==> src/taylor_sine_cosine_tangent_unit_macros.svh <==
// assertion helpers shared by the unit
`ifndef TAYLOR_SINE_COSINE_TANGENT_UNIT_MACROS_SVH
`define TAYLOR_SINE_COSINE_TANGENT_UNIT_MACROS_SVH

// same-cycle implication
`define TSCU_ASSERT_IMPL(label, clk, rst_n, pre, post) \
    label: assert property (@(posedge clk) disable iff (!rst_n) (pre) |-> (post)) \
        else $error("tscu assertion failed");

// next-cycle implication
`define TSCU_ASSERT_NEXT(label, clk, rst_n, pre, post) \
    label: assert property (@(posedge clk) disable iff (!rst_n) (pre) |=> (post)) \
        else $error("tscu assertion failed");

`endif

==> src/tscu_pkg.sv <==
package tscu_pkg;

    localparam int SERIES_LIMIT_DEF  = 15;
    localparam int FRACTION_BITS_DEF = 24;

    localparam int WORK_BITS = 32;
    localparam int DEG_W     = 27;
    localparam int WIDE_W    = 32 + WORK_BITS;
    localparam int XM_W      = WIDE_W - 16;
    localparam int XW        = 36;
    localparam int TW        = 45;
    localparam int RW        = TW + 1;
    localparam int AW        = 48;
    localparam int OW        = 48;
    localparam int QW        = 50;
    localparam int MGW       = 52;

    localparam int FIFO_DEPTH = 4;
    localparam int FIFO_AW    = 2;

    localparam logic [DEG_W-1:0] DEG_FACTOR = 27'd74961353;
    localparam logic [XM_W-1:0]  ANGLE_LIM  = XM_W'(1) << (WORK_BITS + 3);
    localparam logic [MGW-1:0]   OUT_LIM    = MGW'(1) << (OW - 1);

    localparam logic [1:0] MODE_SIN = 2'd0;
    localparam logic [1:0] MODE_COS = 2'd1;
    localparam logic [1:0] MODE_TAN = 2'd2;

    localparam logic [1:0] STAT_OK   = 2'd0;
    localparam logic [1:0] STAT_SAT  = 2'd1;
    localparam logic [1:0] STAT_ZERO = 2'd2;

    typedef struct packed {
        logic signed [31:0] angle;
        logic [1:0]         mode;
        logic               in_degrees;
    } t_in;

    typedef struct packed {
        logic signed [OW-1:0] value;
        logic [1:0]           status;
    } t_out;

    typedef struct packed {
        logic [1:0]    mode;
        logic          sat;
        logic          x_neg;
        logic [XW-1:0] x_mag;
    } t_angle;

    typedef struct packed {
        logic                 valid;
        logic [1:0]           mode;
        logic                 sat;
        logic                 x_neg;
        logic [XW-1:0]        x_mag;
        logic                 t_neg;
        logic [TW-1:0]        t_mag;
        logic signed [AW-1:0] sn;
        logic signed [AW-1:0] cs;
    } t_ser;

    typedef struct packed {
        logic [OW-1:0] value;
        logic          sat;
    } t_sat_res;

    function automatic t_sat_res sat_out(input logic [MGW-1:0] mag, input logic neg);
        t_sat_res res;
        res.sat   = 1'b0;
        res.value = '0;
        if (!neg && mag >= OUT_LIM) begin
            res.value = {1'b0, {(OW-1){1'b1}}};
            res.sat   = 1'b1;
        end else if (neg && mag > OUT_LIM) begin
            res.value = {1'b1, {(OW-1){1'b0}}};
            res.sat   = 1'b1;
        end else if (neg) begin
            res.value = -mag[OW-1:0];
        end else begin
            res.value = mag[OW-1:0];
        end
        return res;
    endfunction

endpackage

==> src/tscu_fifo.sv <==
`include "taylor_sine_cosine_tangent_unit_macros.svh"

module tscu_fifo (
    input  logic             i_clk,
    input  logic             i_rst_n,
    input  logic             i_push,
    input  tscu_pkg::t_angle i_data,
    output logic             o_full,
    input  logic             i_pop,
    output logic             o_valid,
    output tscu_pkg::t_angle o_data
);
    import tscu_pkg::*;

    t_angle             r_mem [FIFO_DEPTH];
    logic [FIFO_AW-1:0] r_wr;
    logic [FIFO_AW-1:0] r_rd;
    logic [FIFO_AW:0]   r_count;

    assign o_full  = r_count == (FIFO_AW+1)'(FIFO_DEPTH);
    assign o_valid = r_count != '0;
    assign o_data  = r_mem[r_rd];

    always_ff @(posedge i_clk) begin
        if (i_push) begin
            r_mem[r_wr] <= i_data;
        end
    end

    always_ff @(posedge i_clk) begin
        if (!i_rst_n) begin
            r_wr    <= '0;
            r_rd    <= '0;
            r_count <= '0;
        end else begin
            if (i_push) begin
                r_wr <= r_wr + 1'b1;
            end
            if (i_pop) begin
                r_rd <= r_rd + 1'b1;
            end
            if (i_push && !i_pop) begin
                r_count <= r_count + 1'b1;
            end else if (!i_push && i_pop) begin
                r_count <= r_count - 1'b1;
            end
        end
    end

    `TSCU_ASSERT_IMPL(a_no_overflow, i_clk, i_rst_n, o_full && !i_pop, !i_push)
    `TSCU_ASSERT_IMPL(a_no_underflow, i_clk, i_rst_n, r_count == '0, !i_pop)
    `TSCU_ASSERT_NEXT(a_count_up, i_clk, i_rst_n, i_push && !i_pop, r_count == $past(r_count) + 1'b1)

endmodule

==> config.mk <==
export PLATFORM = sky130hd
export DESIGN_NAME = tscu_fifo
export DESIGN_NICKNAME = d
export VERILOG_FILES = /design/src/tscu_pkg.sv /design/src/tscu_fifo.sv
export VERILOG_INCLUDE_DIRS = /design/src /design/src/src
export SDC_FILE = /design/constraint.sdc
export NUM_CORES = 1
export LEC_CHECK = 0
export CORE_MARGIN = 5
export CORE_UTILIZATION = 35
export CTS_BUF_LIST = sky130_fd_sc_hd__clkbuf_8
export CTS_CLUSTER_DIAMETER = 30
export DETAILED_ROUTE_END_ITERATION = 8
export DONT_BUFFER_PORTS = 1
export HOLD_SLACK_MARGIN = 0.1
export PLACE_DENSITY_LB_ADDON = 0.15
export SYNTH_ARGS = -nofsm -noshare
export SYNTH_HDL_FRONTEND = slang
export SYNTH_SLANG_ARGS = --single-unit
==> constraint.sdc <==
create_clock -name i_clk -period 3.6 [get_ports i_clk]
set_clock_uncertainty 0.2 [all_clocks]
set_input_delay 0.36 -clock i_clk [delete_from_list [all_inputs] [get_ports i_clk]]
set_output_delay 0.36 -clock i_clk [all_outputs]
set_load 0.01 [all_outputs]
# After elaboration in Yosys (flattened, before gate mapping)
# Memory sizes are Yosys's and may differ from the RTL's. A register that Yosys moved wholly into a read port is not among the register bits.
# Cells that the tools add are included.
[totals]
ff_bits = 7
mem_bits_rw = 160
input_bits = 44
out_inout_bits = 42
elab_cells = 21
mem_count = 1
[classes]
add_sub_neg = 4
n_eq_ne = 1
n_mux = 6
reduce_logical = 6
[mem_list]
columns = ["name", "depth", "word_bits", "rd", "rd_ports_with_merged_regs", "write_ports", "line_no", "text"]
rows = [
  ["r_mem", 4, 40, 1, 1, 1, "tscu_fifo.sv:15", "t_angle r_mem [FIFO_DEPTH];"],
]
[op_table]
columns = ["op", "n"]
rows = [
  ["$mux 3", 2],
  ["$add 2x1->2 const B", 2],
  ["$mux 2", 2],
  ["$add 3x1->3 const B", 1],
  ["$eq 3x3->1 const B", 1],
  ["$reduce_bool 3->1", 1],
  ["$sub 3x1->3 const B", 1],
  ["$logic_and 1x1->1", 2],
  ["$logic_not 1->1", 2],
  ["$mux 1", 2],
  ["$reduce_bool 2->1", 1],
]

# Logic depth before layout (Yosys ltp)
[logic_depth]
depth_word = 4
mapped_depth = 7
ltp_nobuf = 7

# Least setup slack after synthesis
# No wires, ideal clock.
[synth_path]
path_type = "register to register"
start = "register r_wr[0]"
end = "memory r_mem[2][0] (netlist bit) (enable)"
setup_ns = 0.401
arrival_ns = 1.509
required_ns = 2.999
path_slack_ns = 1.490
stages_incl_launch_ff = 4
path_buffers = 0
synth_period_minus_slack_ns = 2.110
path_cell_list = "dfxtp_1 inv_1 ha_1 and2_1"
[synth_rtl]
columns = ["item", "line_no", "text"]
rows = [
  ["from (decl)", "tscu_fifo.sv:16", "logic [FIFO_AW-1:0] r_wr;"],
  ["from (signal assigned)", "tscu_fifo.sv:37", "r_wr <= r_wr + 1'b1;"],
  ["to (decl)", "tscu_fifo.sv:15", ""],
]
# Straight into the memory's write port.

==> run metrics <==
status=completed; Critical R2R Capture=r_mem[2][24]; Final Net Count=~360; critical path arrival=2060 ps; WL/cell=20.1 µm; CP max-delay cell=dfxtp_4; Row Count=roughly 50; routed wire length=11200 µm; Reg-to-Reg Start=r_wr[0]; commonest non-fill, non-tap cell in the layout=edfxtp_1; Slew HR=42.1%; CTS Buf Count=17; clock tree from TritonCTS=yes; Total GRT Usage=a little under an eighth; initial DRC count=113; die area=just over 20000 µm²; CP Class=reg2out; Syn-to-layout area delta=17.2%; Worst Path Max Fanout=40; clock root buffer=clkbuf_8; syn nets=302; #FFs+latches synth=169; Longest Clk Path Bufs=2; DP HPWL=6220 µm; Port Buffers=0; critical path depth in cells=1; Internal Dissipation=3090 µW; worst setup path endpoint=o_data[22]; vias per cell=about 4.8; final cycle utilization of the critical path=72.7%; post-synthesis sequential area ratio=79.6%; Routed Antenna Nets=0; sequential power share=58.0%; mapped cell area=6260 µm²; Setup crit start kind=flop; Synth cell types=19; CORE AREA=17800 µm²; DR pass1 iterations=4; Worst-Margin Slew=868 ps; RePlAce Congestion=0.645; Hold Crit Class=in2reg; endpoints failing setup=0; post-CTS setup buffers=0; pre-CTS setup slack=around 1400 ps; Sw Pwr=893 µW; min Tclk post-route=2620 ps; Avg Inst Size Synth=24.9 µm²; PD cells=543 nW/µm²; Leak=0.00232 µW; I/O pin count=86; first-pass GRT wire length=17000 µm; Clock Power Share=between 30% and 40%; Initial Util=35.2%; Chip Height=about 140 µm; kind of cell adding the most delay to the critical path=flip-flops; initial antenna violation count=1; unrepaired setup endpoints after global routing=false; gr ovfl total=0; Final WS setup=982 ps; drt drc=0; CP Cell Sequence=mux4_2; Hold-fix buffers, CTS=44; maxcap violations=0; worst reg2reg path depth=4; largest net degree at the start of global routing=41; Final Max Tran Viols=0; clock-pin slew on the worst setup and hold paths=80 ps; Worst Path Buf+Inv=0; register-to-register setup slack=1780 ps; H-tree depth=4; Combinational Power Share=8.6%; CP max stage delay=approximately 940 ps; Hold Violations, Final=0; YS warnings=0; TNS Setup=0 ps; worst endpoint required time=between 3000 and 4000 ps; Fmax=382 MHz; crit end category=primary output; CTS-repair resized insts=0; layout cells sized above 1=roughly a quarter; clock latency on the worst-skew pair=440 ps; CTS sink cnt=169; sw frac=~22%; Via Count=approximately 2600; Die Wd=about 140 µm; number of global-route vias before repair=2980; worst vdd rail ir drop=222 µV; Post-Syn Instances=252; most frequent cells in the layout=edfxtp_1 (160), dlygate4sd3_1 (44), mux4_2 (40)
Yosys cell counts, drive strengths merged:
cell type	n	area, µm²
inv	4	15.0
nand2	1	3.75
nor2b	2	12.5
edfxtp	160	4800
mux2i	2	20.0
ha	5	62.6
a21boi	1	7.51
xnor2	2	17.5
fa	1	20.0
dfxtp	9	180
o21ai	1	5.00
and2	9	56.3
or3	2	12.5
mux4	40	901
nor3b	1	7.51
buf	9	111
xor2	3	26.3
per-stage QoR:
| stage | utilization, % | std cells | hold WS [ps] | area [µm²] | total power (µW) |
|---|---|---|---|---|---|
| 6_report | 41.3 | 556 | 152 | 7340 | 3990 |
| 5_1_grt | 41.3 | 555 | 134 | 7340 | 4180 |
| 4_1_cts | 41.3 | 555 | 113 | 7340 | 4070 |
| 3_5_place_dp | 36.6 | 479 | 259 | 6500 | 2660 |
| 3_3_place_gp | 36.6 | 479 | 259 | 6500 | 2660 |
| 2_1_floorplan | - | 252 | 259 | 6260 | 2600 |
worst min path at each step:
stage / from / to / slack [ps] / depth (start not counted)
global placement: i_data[9] / r_mem[2][9] / 260 / 0
floorplan: i_data[0] / r_mem[0][0] / 260 / 0
finish: i_push / r_count[1] / 150 / 3
detailed placement: i_data[16] / r_mem[1][16] / 260 / 0
global route: i_push / r_count[1] / 130 / 3
CTS: i_push / r_count[2] / 110 / 3
worst min-delay path, stage by stage:
cell	delay [ps]
ha_1	200
mux2i_1	90
nor2b_1	100
layout make-up:
class,instances,area (µm²)
flip-flops and latches,169,4990
inverters,4,15.0
multi-input cells,70,1160
repair buffers,51,493
clock inverters,15,163
fillers,1598,10400
clock buffers,17,234
diodes,1,2.50
well taps,229,287
power groups by stage:
stage | clock network (µW) | logic, µW | registers, µW
after detailed placement | 0 | 296 | 2370
after floorplan | 0 | 277 | 2320
final | 1330 | 344 | 2310
after CTS | 1390 | 356 | 2320
after global routing | 1470 | 374 | 2330
after global placement | 0 | 296 | 2360
flip-flops by register name (all words and copies together), names as in the netlist, named ones only:
| signal | count |
|---|---|
| r_rd | 2 |
| r_wr | 2 |
| r_mem | 160 |
| r_count | 3 |
cell families after synthesis:
logic type      share of synthesized area [%]
compound gates                          0.200
fa+ha+maj                                1.32
mux                                      14.7
simple gates                             1.48
flops                                    79.6
xor+xnor                                0.699
buf+inv                                  2.02
per-layer routing:
metal | share of wire, % | up-vias | global-route usage (%)
met5 | 0 | - | 0
met4 | 1.4 | 0 | 4.16
met3 | 6.5 | 11 | 5.12
met2 | 50 | 56 | 18.7
met1 | 42 | 1408 | 13.5
li1 | - | 1170 | -
No activity file was read; power rests on OpenSTA's default activity.
