`src/taylor_sine_cosine_tangent_unit_macros.svh`:
```
// assertion helpers shared by the unit
`ifndef TAYLOR_SINE_COSINE_TANGENT_UNIT_MACROS_SVH
`define TAYLOR_SINE_COSINE_TANGENT_UNIT_MACROS_SVH

// same-cycle implication
`define TSCU_ASSERT_IMPL(label, clk, rst_n, pre, post) \
    label: assert property (@(posedge clk) disable iff (!rst_n) (pre) |-> (post)) \
        else $error("tscu assertion failed");

// next-cycle implication
`define TSCU_ASSERT_NEXT(label, clk, rst_n, pre, post) \
    label: assert property (@(posedge clk) disable iff (!rst_n) (pre) |=> (post)) \
        else $error("tscu assertion failed");

`endif

```
`src/tscu_pkg.sv`:
```
package tscu_pkg;

    localparam int SERIES_LIMIT_DEF  = 15;
    localparam int FRACTION_BITS_DEF = 24;

    localparam int WORK_BITS = 32;
    localparam int DEG_W     = 27;
    localparam int WIDE_W    = 32 + WORK_BITS;
    localparam int XM_W      = WIDE_W - 16;
    localparam int XW        = 36;
    localparam int TW        = 45;
    localparam int RW        = TW + 1;
    localparam int AW        = 48;
    localparam int OW        = 48;
    localparam int QW        = 50;
    localparam int MGW       = 52;

    localparam int FIFO_DEPTH = 4;
    localparam int FIFO_AW    = 2;

    localparam logic [DEG_W-1:0] DEG_FACTOR = 27'd74961353;
    localparam logic [XM_W-1:0]  ANGLE_LIM  = XM_W'(1) << (WORK_BITS + 3);
    localparam logic [MGW-1:0]   OUT_LIM    = MGW'(1) << (OW - 1);

    localparam logic [1:0] MODE_SIN = 2'd0;
    localparam logic [1:0] MODE_COS = 2'd1;
    localparam logic [1:0] MODE_TAN = 2'd2;

    localparam logic [1:0] STAT_OK   = 2'd0;
    localparam logic [1:0] STAT_SAT  = 2'd1;
    localparam logic [1:0] STAT_ZERO = 2'd2;

    typedef struct packed {
        logic signed [31:0] angle;
        logic [1:0]         mode;
        logic               in_degrees;
    } t_in;

    typedef struct packed {
        logic signed [OW-1:0] value;
        logic [1:0]           status;
    } t_out;

    typedef struct packed {
        logic [1:0]    mode;
        logic          sat;
        logic          x_neg;
        logic [XW-1:0] x_mag;
    } t_angle;

    typedef struct packed {
        logic                 valid;
        logic [1:0]           mode;
        logic                 sat;
        logic                 x_neg;
        logic [XW-1:0]        x_mag;
        logic                 t_neg;
        logic [TW-1:0]        t_mag;
        logic signed [AW-1:0] sn;
        logic signed [AW-1:0] cs;
    } t_ser;

    typedef struct packed {
        logic [OW-1:0] value;
        logic          sat;
    } t_sat_res;

    function automatic t_sat_res sat_out(input logic [MGW-1:0] mag, input logic neg);
        t_sat_res res;
        res.sat   = 1'b0;
        res.value = '0;
        if (!neg && mag >= OUT_LIM) begin
            res.value = {1'b0, {(OW-1){1'b1}}};
            res.sat   = 1'b1;
        end else if (neg && mag > OUT_LIM) begin
            res.value = {1'b1, {(OW-1){1'b0}}};
            res.sat   = 1'b1;
        end else if (neg) begin
            res.value = -mag[OW-1:0];
        end else begin
            res.value = mag[OW-1:0];
        end
        return res;
    endfunction

endpackage

```
`src/tscu_front.sv`:
```
module tscu_front (
    input  logic            i_clk,
    input  logic            i_rst_n,
    input  logic            i_valid,
    output logic            o_stall,
    input  tscu_pkg::t_in   i_data,
    output logic            o_push,
    input  logic            i_full,
    output tscu_pkg::t_angle o_angle
);
    import tscu_pkg::*;

    logic              r_f1_valid;
    logic              r_f1_neg;
    logic [31:0]       r_f1_mag;
    logic [1:0]        r_f1_mode;
    logic              r_f1_deg;
    logic              r_f2_valid;
    logic              r_f2_neg;
    logic [1:0]        r_f2_mode;
    logic [WIDE_W-1:0] r_f2_wide;

    logic              f1_ready;
    logic              f2_ready;
    logic [31:0]       n_f1_mag;
    logic [WIDE_W-1:0] n_f2_wide;
    logic [XM_W-1:0]   xm;

    assign f2_ready = !r_f2_valid || !i_full;
    assign f1_ready = !r_f1_valid || f2_ready;
    assign o_stall  = !f1_ready;
    assign o_push   = r_f2_valid && !i_full;

    always_comb begin
        n_f1_mag = i_data.angle[31] ? (~i_data.angle + 32'd1) : i_data.angle;
        n_f2_wide = r_f1_deg ? WIDE_W'(r_f1_mag) * WIDE_W'(DEG_FACTOR)
                             : WIDE_W'(r_f1_mag) << WORK_BITS;
    end

    // degree product or shifted radian value back to Q.32, then clamp
    always_comb begin
        xm = XM_W'((r_f2_wide + WIDE_W'(16'h8000)) >> 16);
        o_angle.mode  = r_f2_mode;
        o_angle.x_neg = r_f2_neg;
        if (xm > ANGLE_LIM) begin
            o_angle.x_mag = XW'(ANGLE_LIM);
            o_angle.sat   = 1'b1;
        end else begin
            o_angle.x_mag = XW'(xm);
            o_angle.sat   = 1'b0;
        end
    end

    always_ff @(posedge i_clk) begin
        if (!i_rst_n) begin
            r_f1_valid <= 1'b0;
        end else if (f1_ready) begin
            r_f1_valid <= i_valid;
            r_f1_neg   <= i_data.angle[31];
            r_f1_mag   <= n_f1_mag;
            r_f1_mode  <= i_data.mode;
            r_f1_deg   <= i_data.in_degrees;
        end
    end

    always_ff @(posedge i_clk) begin
        if (!i_rst_n) begin
            r_f2_valid <= 1'b0;
        end else if (f2_ready) begin
            r_f2_valid <= r_f1_valid;
            r_f2_neg   <= r_f1_neg;
            r_f2_mode  <= r_f1_mode;
            r_f2_wide  <= n_f2_wide;
        end
    end

endmodule

```
`config.mk`:
```
export PLATFORM = sky130hd
export DESIGN_NAME = tscu_front
export DESIGN_NICKNAME = d
export VERILOG_FILES = /design/src/taylor_sine_cosine_tangent_unit_macros.svh /design/src/tscu_pkg.sv /design/src/tscu_front.sv
export SDC_FILE = /design/constraint.sdc
export NUM_CORES = 1
export LEC_CHECK = 0
export BUFFER_PORTS_ARGS = -buffer_cell sky130_fd_sc_hd__buf_2
export CAP_MARGIN = 20
export CORE_MARGIN = 5
export CORE_UTILIZATION = 45
export DETAILED_ROUTE_END_ITERATION = 8
export SLEW_MARGIN = 20
export SYNTH_ARGS = -nofsm -noshare
export SYNTH_HDL_FRONTEND = slang
export SYNTH_SLANG_ARGS = --single-unit
```
`constraint.sdc`:
```
create_clock -name i_clk -period 11.9 [get_ports i_clk]
set_clock_uncertainty 0.2 [all_clocks]
set_input_delay 2.38 -clock i_clk [delete_from_list [all_inputs] [get_ports i_clk]]
set_output_delay 2.38 -clock i_clk [all_outputs]
set_load 0.05 [all_outputs]
```
### Word level (Yosys, flattened, before mapping)

Cells that the tools add are included.

* word-level logic and storage cells: 30
* register bits: 105
* output and inout port bits: 42

* bitwise logic cells: 1
* multiplexer cells: 4
* $add $sub $neg: 2
* multiply operators: 1
* order comparisons: 1
* reduce and logical (&&, ||, !) cells: 9

Operators by type and width (count)
* 64-bit by 16-bit adder with 64-bit output, second input constant: 1
* 32-bit by 27-bit multiplier with 59-bit output, second input constant: 1
* 59-bit two-way mux: 1
* 48-bit by 36-bit > comparator with 1-bit output, second input constant: 1
* 36-bit two-way mux: 1
* 32-bit by 1-bit adder with 32-bit output, second input constant: 1
* 32-bit NOT: 1
* 31-bit two-way mux: 1
* 1-bit logical NOT: 4
* 2-bit AND reduction: 2
* 1-bit logical OR: 2
* 1-bit logical AND: 1
* 1-bit two-way mux: 1

### Depth between registers and ports, before layout

* depth in word-level cells: 4
* mapped depth: 25
* gate-level depth less buffers: 24

### Worst setup path after synthesis

Ideal clock, no wire load.

* kind: register to register
* start point: register r_f1_mag[17]
* end point: register r_f2_wide[53], data pin
* arrival: 6.514 ns
* stages on the path, launching flop included: 24
* library setup time: 0.260 ns
* required time: 11.440 ns
* setup slack: 4.926 ns
* cells stage by stage: edfxtp_1 fa_1 inv_1 fa_1 inv_1 fa_1 fa_1 fa_1 fa_1 inv_1 fa_1 inv_1 ha_1 clkbuf_1 a21oi_1 o21bai_1 a2111oi_0 o21ai_0 o311a_1 a32oi_1 a31oi_1 a21boi_0 xnor2_1 mux2_2

* longest elaborated chain between the ends: 2

RTL lines
* start: declaration: line tscu_front.sv:15 `logic [31:0] r_f1_mag;`
* start signal: assignment: line tscu_front.sv:60 `r_f1_mag <= n_f1_mag;`
* 32-bit by 27-bit multiplier with 59-bit output: line tscu_front.sv:36 `n_f2_wide = r_f1_deg ? WIDE_W'(r_f1_mag) * WIDE_W'(DEG_FACTOR)`
* 59-bit two-way mux: line tscu_front.sv:36
* via n_f2_wide[53]: line tscu_front.sv:26 `logic [WIDE_W-1:0] n_f2_wide;`
* end signal: assignment: line tscu_front.sv:73 `r_f2_wide <= n_f2_wide;`
* end: declaration: line tscu_front.sv:21 `logic [WIDE_W-1:0] r_f2_wide;`

The timed path passes the listed nets, and every way through them passes these cells.
A chain may end at the register's enable or synchronous reset.

### Final worst setup path

* start point: register r_f1_mag[14]
* end point: register r_f2_wide[53], data pin

The elaborated chain is that of the path after synthesis.

==> impl_results.md <==
- Status: complete, no violations
- Number of synthesized flops with an enable pin: 88
- Sinks on the clock net: 90
- Final-report hold violation count: 0
- First-pass GRT wire length: 85.2 mm
- Fraction of final layout cells with drive strength greater than 1: 0.0676
- Core outline area: ~0.044 sq mm
- Routing usage on met2: 0.375
- Bufs on Longest Clock Path: 2
- Initial core utilization: 0.453
- CP peak stage delay: 0.82 ns
- Fraction of registers with async set/reset: 0
- Die Outline Area: 0.0485 sq mm
- Relative slew slack: 0.349
- Detailed-route wire length per cell: about 20 um
- CP startpoint: r_f1_mag[14]
- Worst R2R Setup Slack: 3.42 ns
- Number of nets with antenna violations after routing: 0
- Number of standard cells after synthesis: 2020
- Endpoint required time on the critical path: roughly 12 ns
- Max capacitance violation total: 0
- Depth of the worst register-to-register path: 21
- Seq cells post-synth: 90
- Syn nets: 2698
- Clock latency on the worst-skew pair: between 0.3 and 0.4 ns
- Busiest layer in global routing: met2
- Worst reg2reg startpoint: r_f1_mag[14]
- Most common cell type on the critical path: sky130_fd_sc_hd__fa_1
- Placed instance count: 2661
- Area of the mapped netlist: 0.0199 sq mm
- Most common flop cell mapped by yosys: sky130_fd_sc_hd__edfxtp_1
- Final wirelength: around 53 mm
- CTS hold repair buffers: 0
- DRC Markers: 0
- Final critical-path share of the clock period: 0.713
- Capturing element type of the critical path: flip-flop
- Cell type with the largest total area after synthesis: sky130_fd_sc_hd__fa_1
- Critical Path AT: 8.40 ns
- Detailed Place HPWL: 45.8 mm
- Final instance count without filler cells: 2678
- GR met1 Demand/Resource: 0.325
- Post-Route Utilization: 0.483
- GR Util All Layers: 0.232
- Root Driver: sky130_fd_sc_hd__clkbuf_16
- Total negative slack for setup checks: 0 ns
- Cell Chain, Critical Path: inv_1 > fa_1 > fa_1 > inv_1 > fa_1 > fa_1 > fa_1 > fa_1 > inv_1 > fa_1 > inv_1 > ha_1 > nand4_1 > nor4b_1 > nand4_1 > a21oi_1 > o21ai_0 > a31oi_1 > a21boi_0 > xnor2_1 > mux2_2
- Number of inserted diodes: 0
- Kind of critical path: reg2reg
- Instance area after placement: 0.0209 sq mm
- RSZ-0062 raised after global routing: no
- IO buf count: 80
- Area added between synthesis and finish: 6.73%
- Portion of synthesized cell area occupied by the leading cell type: 0.341
- Nets@finish: between 2000 and 3000
- Routability congestion estimate from global placement: 0.959
- Transition time of the tightest slew-check pin: 0.977 ns
- Die outline height: 220 um
- Slowest stage cell, crit path: sky130_fd_sc_hd__edfxtp_1
- Unique masters post-synth: 74
- Clock tree from TritonCTS: built
- Critical Path Fanout Max: 9
- Floorplan row count: between 70 and 80
- Vias per std cell: between 5 and 6
- Shortest period the worst path allows: 8.48 ns
- Biggest area contributors in the synthesized netlist: sky130_fd_sc_hd__fa_1 (34%), sky130_fd_sc_hd__ha_1 (19%), sky130_fd_sc_hd__edfxtp_1 (13%), sky130_fd_sc_hd__inv_1 (10%), sky130_fd_sc_hd__xnor2_1 (3.3%)
- Max Clk Rate: 118 MHz
- Antenna violations before repair: 2
- Sequential fraction of the synthesis area: 0.135
- Number of iterations in the first detailed-routing pass: 5
- Yosys warning total: 0
- Vias: about 14000
- Endpoint of the worst setup timing path: r_f2_wide[53]
- Capturing point of the worst reg2reg path: r_f2_wide[53]
- List of most frequent post-synthesis cells: sky130_fd_sc_hd__inv_1 (533), sky130_fd_sc_hd__fa_1 (339), sky130_fd_sc_hd__ha_1 (300)
- Total setup buffers inserted after CTS: 0
- Number of H-tree levels: 3
- Total clock buffers created by CTS: 9
- Most frequent cell after synthesis: sky130_fd_sc_hd__inv_1
- Clock slew seen by the registers of the worst setup and hold paths: 0.07 ns
- Width of the die: roughly 220 um
- Initial DRC Count: 761
- Maximum number of pins on one net before global-route repair: 53
- Startpoint kind of the worst setup timing path: flip-flop
- Top-level I/O count: 81
- Worst min-delay path category: reg2reg
- Total non-filler cell area in the finished layout: 0.0212 sq mm
- Slew Limit Fails: 0
- Met3 Track Usage GR: 0.0442
- Setup-failing EPs final: 0
- Final global-route overflow total: 0
- Average footprint of a synthesized cell: 9.85 sq um
- Post_cts resized: 0
- Vias in the first global route: 15000
state kept, by name, summed over array words and instances (netlist names):
name / flops
r_f1_deg: 1
r_f1_mag: 32
r_f1_mode: 2
r_f1_neg: 1
r_f1_valid: 1
r_f2_mode: 2
r_f2_neg: 1
r_f2_valid: 1
r_f2_wide: 49
layout by cell type, fill, tap and decap left out, types with 10 or more instances in the layout:
master	instances
sky130_fd_sc_hd__nor2_1	88
sky130_fd_sc_hd__nor2b_1	12
sky130_fd_sc_hd__xnor2_1	75
sky130_fd_sc_hd__fa_1	339
sky130_fd_sc_hd__nand2b_1	11
sky130_fd_sc_hd__nand3_1	35
sky130_fd_sc_hd__o21ai_0	50
sky130_fd_sc_hd__a21oi_1	60
sky130_fd_sc_hd__o21bai_1	10
sky130_fd_sc_hd__edfxtp_1	88
sky130_fd_sc_hd__xor2_1	28
sky130_fd_sc_hd__nand4_1	24
sky130_fd_sc_hd__buf_2	80
sky130_fd_sc_hd__nor3_1	25
sky130_fd_sc_hd__inv_1	533
sky130_fd_sc_hd__nand2_1	80
sky130_fd_sc_hd__a21o_1	33
sky130_fd_sc_hd__and3_1	19
sky130_fd_sc_hd__ha_1	300
worst max-delay path, delay by kind of cell (launching register included):
kind / cells / cell delay [ns]
buf+inv: 4 / 0.50
xor+xnor: 1 / 0.16
fa+ha+maj: 8 / 4.22
flops: 1 / 0.82
compound gates: 4 / 1.03
mux: 1 / 0.31
simple gates: 3 / 0.97
metal layers:
metal / vias up / part of all wire
met1: 6850 / 0.46
met2: 392 / 0.46
li1: 6585 / -
met4: 0 / 0.021
met3: 52 / 0.063
met5: - / 0
per-stage QoR:
| step | hold slack [ns] | setup WS, ns |
|---|---|---|
| 2_1_floorplan | 0.200 | 4.93 |
| 3_3_place_gp | 0.201 | 3.21 |
| 3_5_place_dp | 0.215 | 3.42 |
| 4_1_cts | 0.225 | 3.38 |
| 5_1_grt | 0.232 | 3.01 |
| 6_report | 0.224 | 3.42 |
layout make-up:
type,instances,area (sq um)
inverters,534,2000
fillers,4192,22700
clock inverters,6,65.1
flip-flops and latches,90,2680
clock buffers,10,229
well taps,592,741
multi-input cells,1359,15000
repair buffers,87,473
worst min path at each step:
| stage | from | end | slack [ns] | cells after the start |
|---|---|---|---|---|
| after floorplan | r_f1_mode[0] | r_f2_mode[0] | 0.20 | 0 |
| after global placement | r_f1_mode[0] | r_f2_mode[0] | 0.20 | 0 |
| after detailed placement | r_f1_neg | r_f2_neg | 0.22 | 0 |
| after CTS | r_f1_neg | r_f2_neg | 0.23 | 0 |
| after global routing | r_f1_mode[0] | r_f2_mode[0] | 0.23 | 0 |
| final | r_f1_mode[0] | r_f2_mode[0] | 0.22 | 0 |
cells by family after synthesis:
kind of cell / synth area share
muxes: 0.0102
AOI/OAI and AO/OA: 0.0774
DFF: 0.135
buffers and inverters: 0.110
adders and majority gates: 0.530
xor gates and xnor gates: 0.0453
and+or+nand+nor: 0.0922
Power is not shown: default switching activity piles up to over one toggle a cycle in this logic, so the estimate is an artifact.
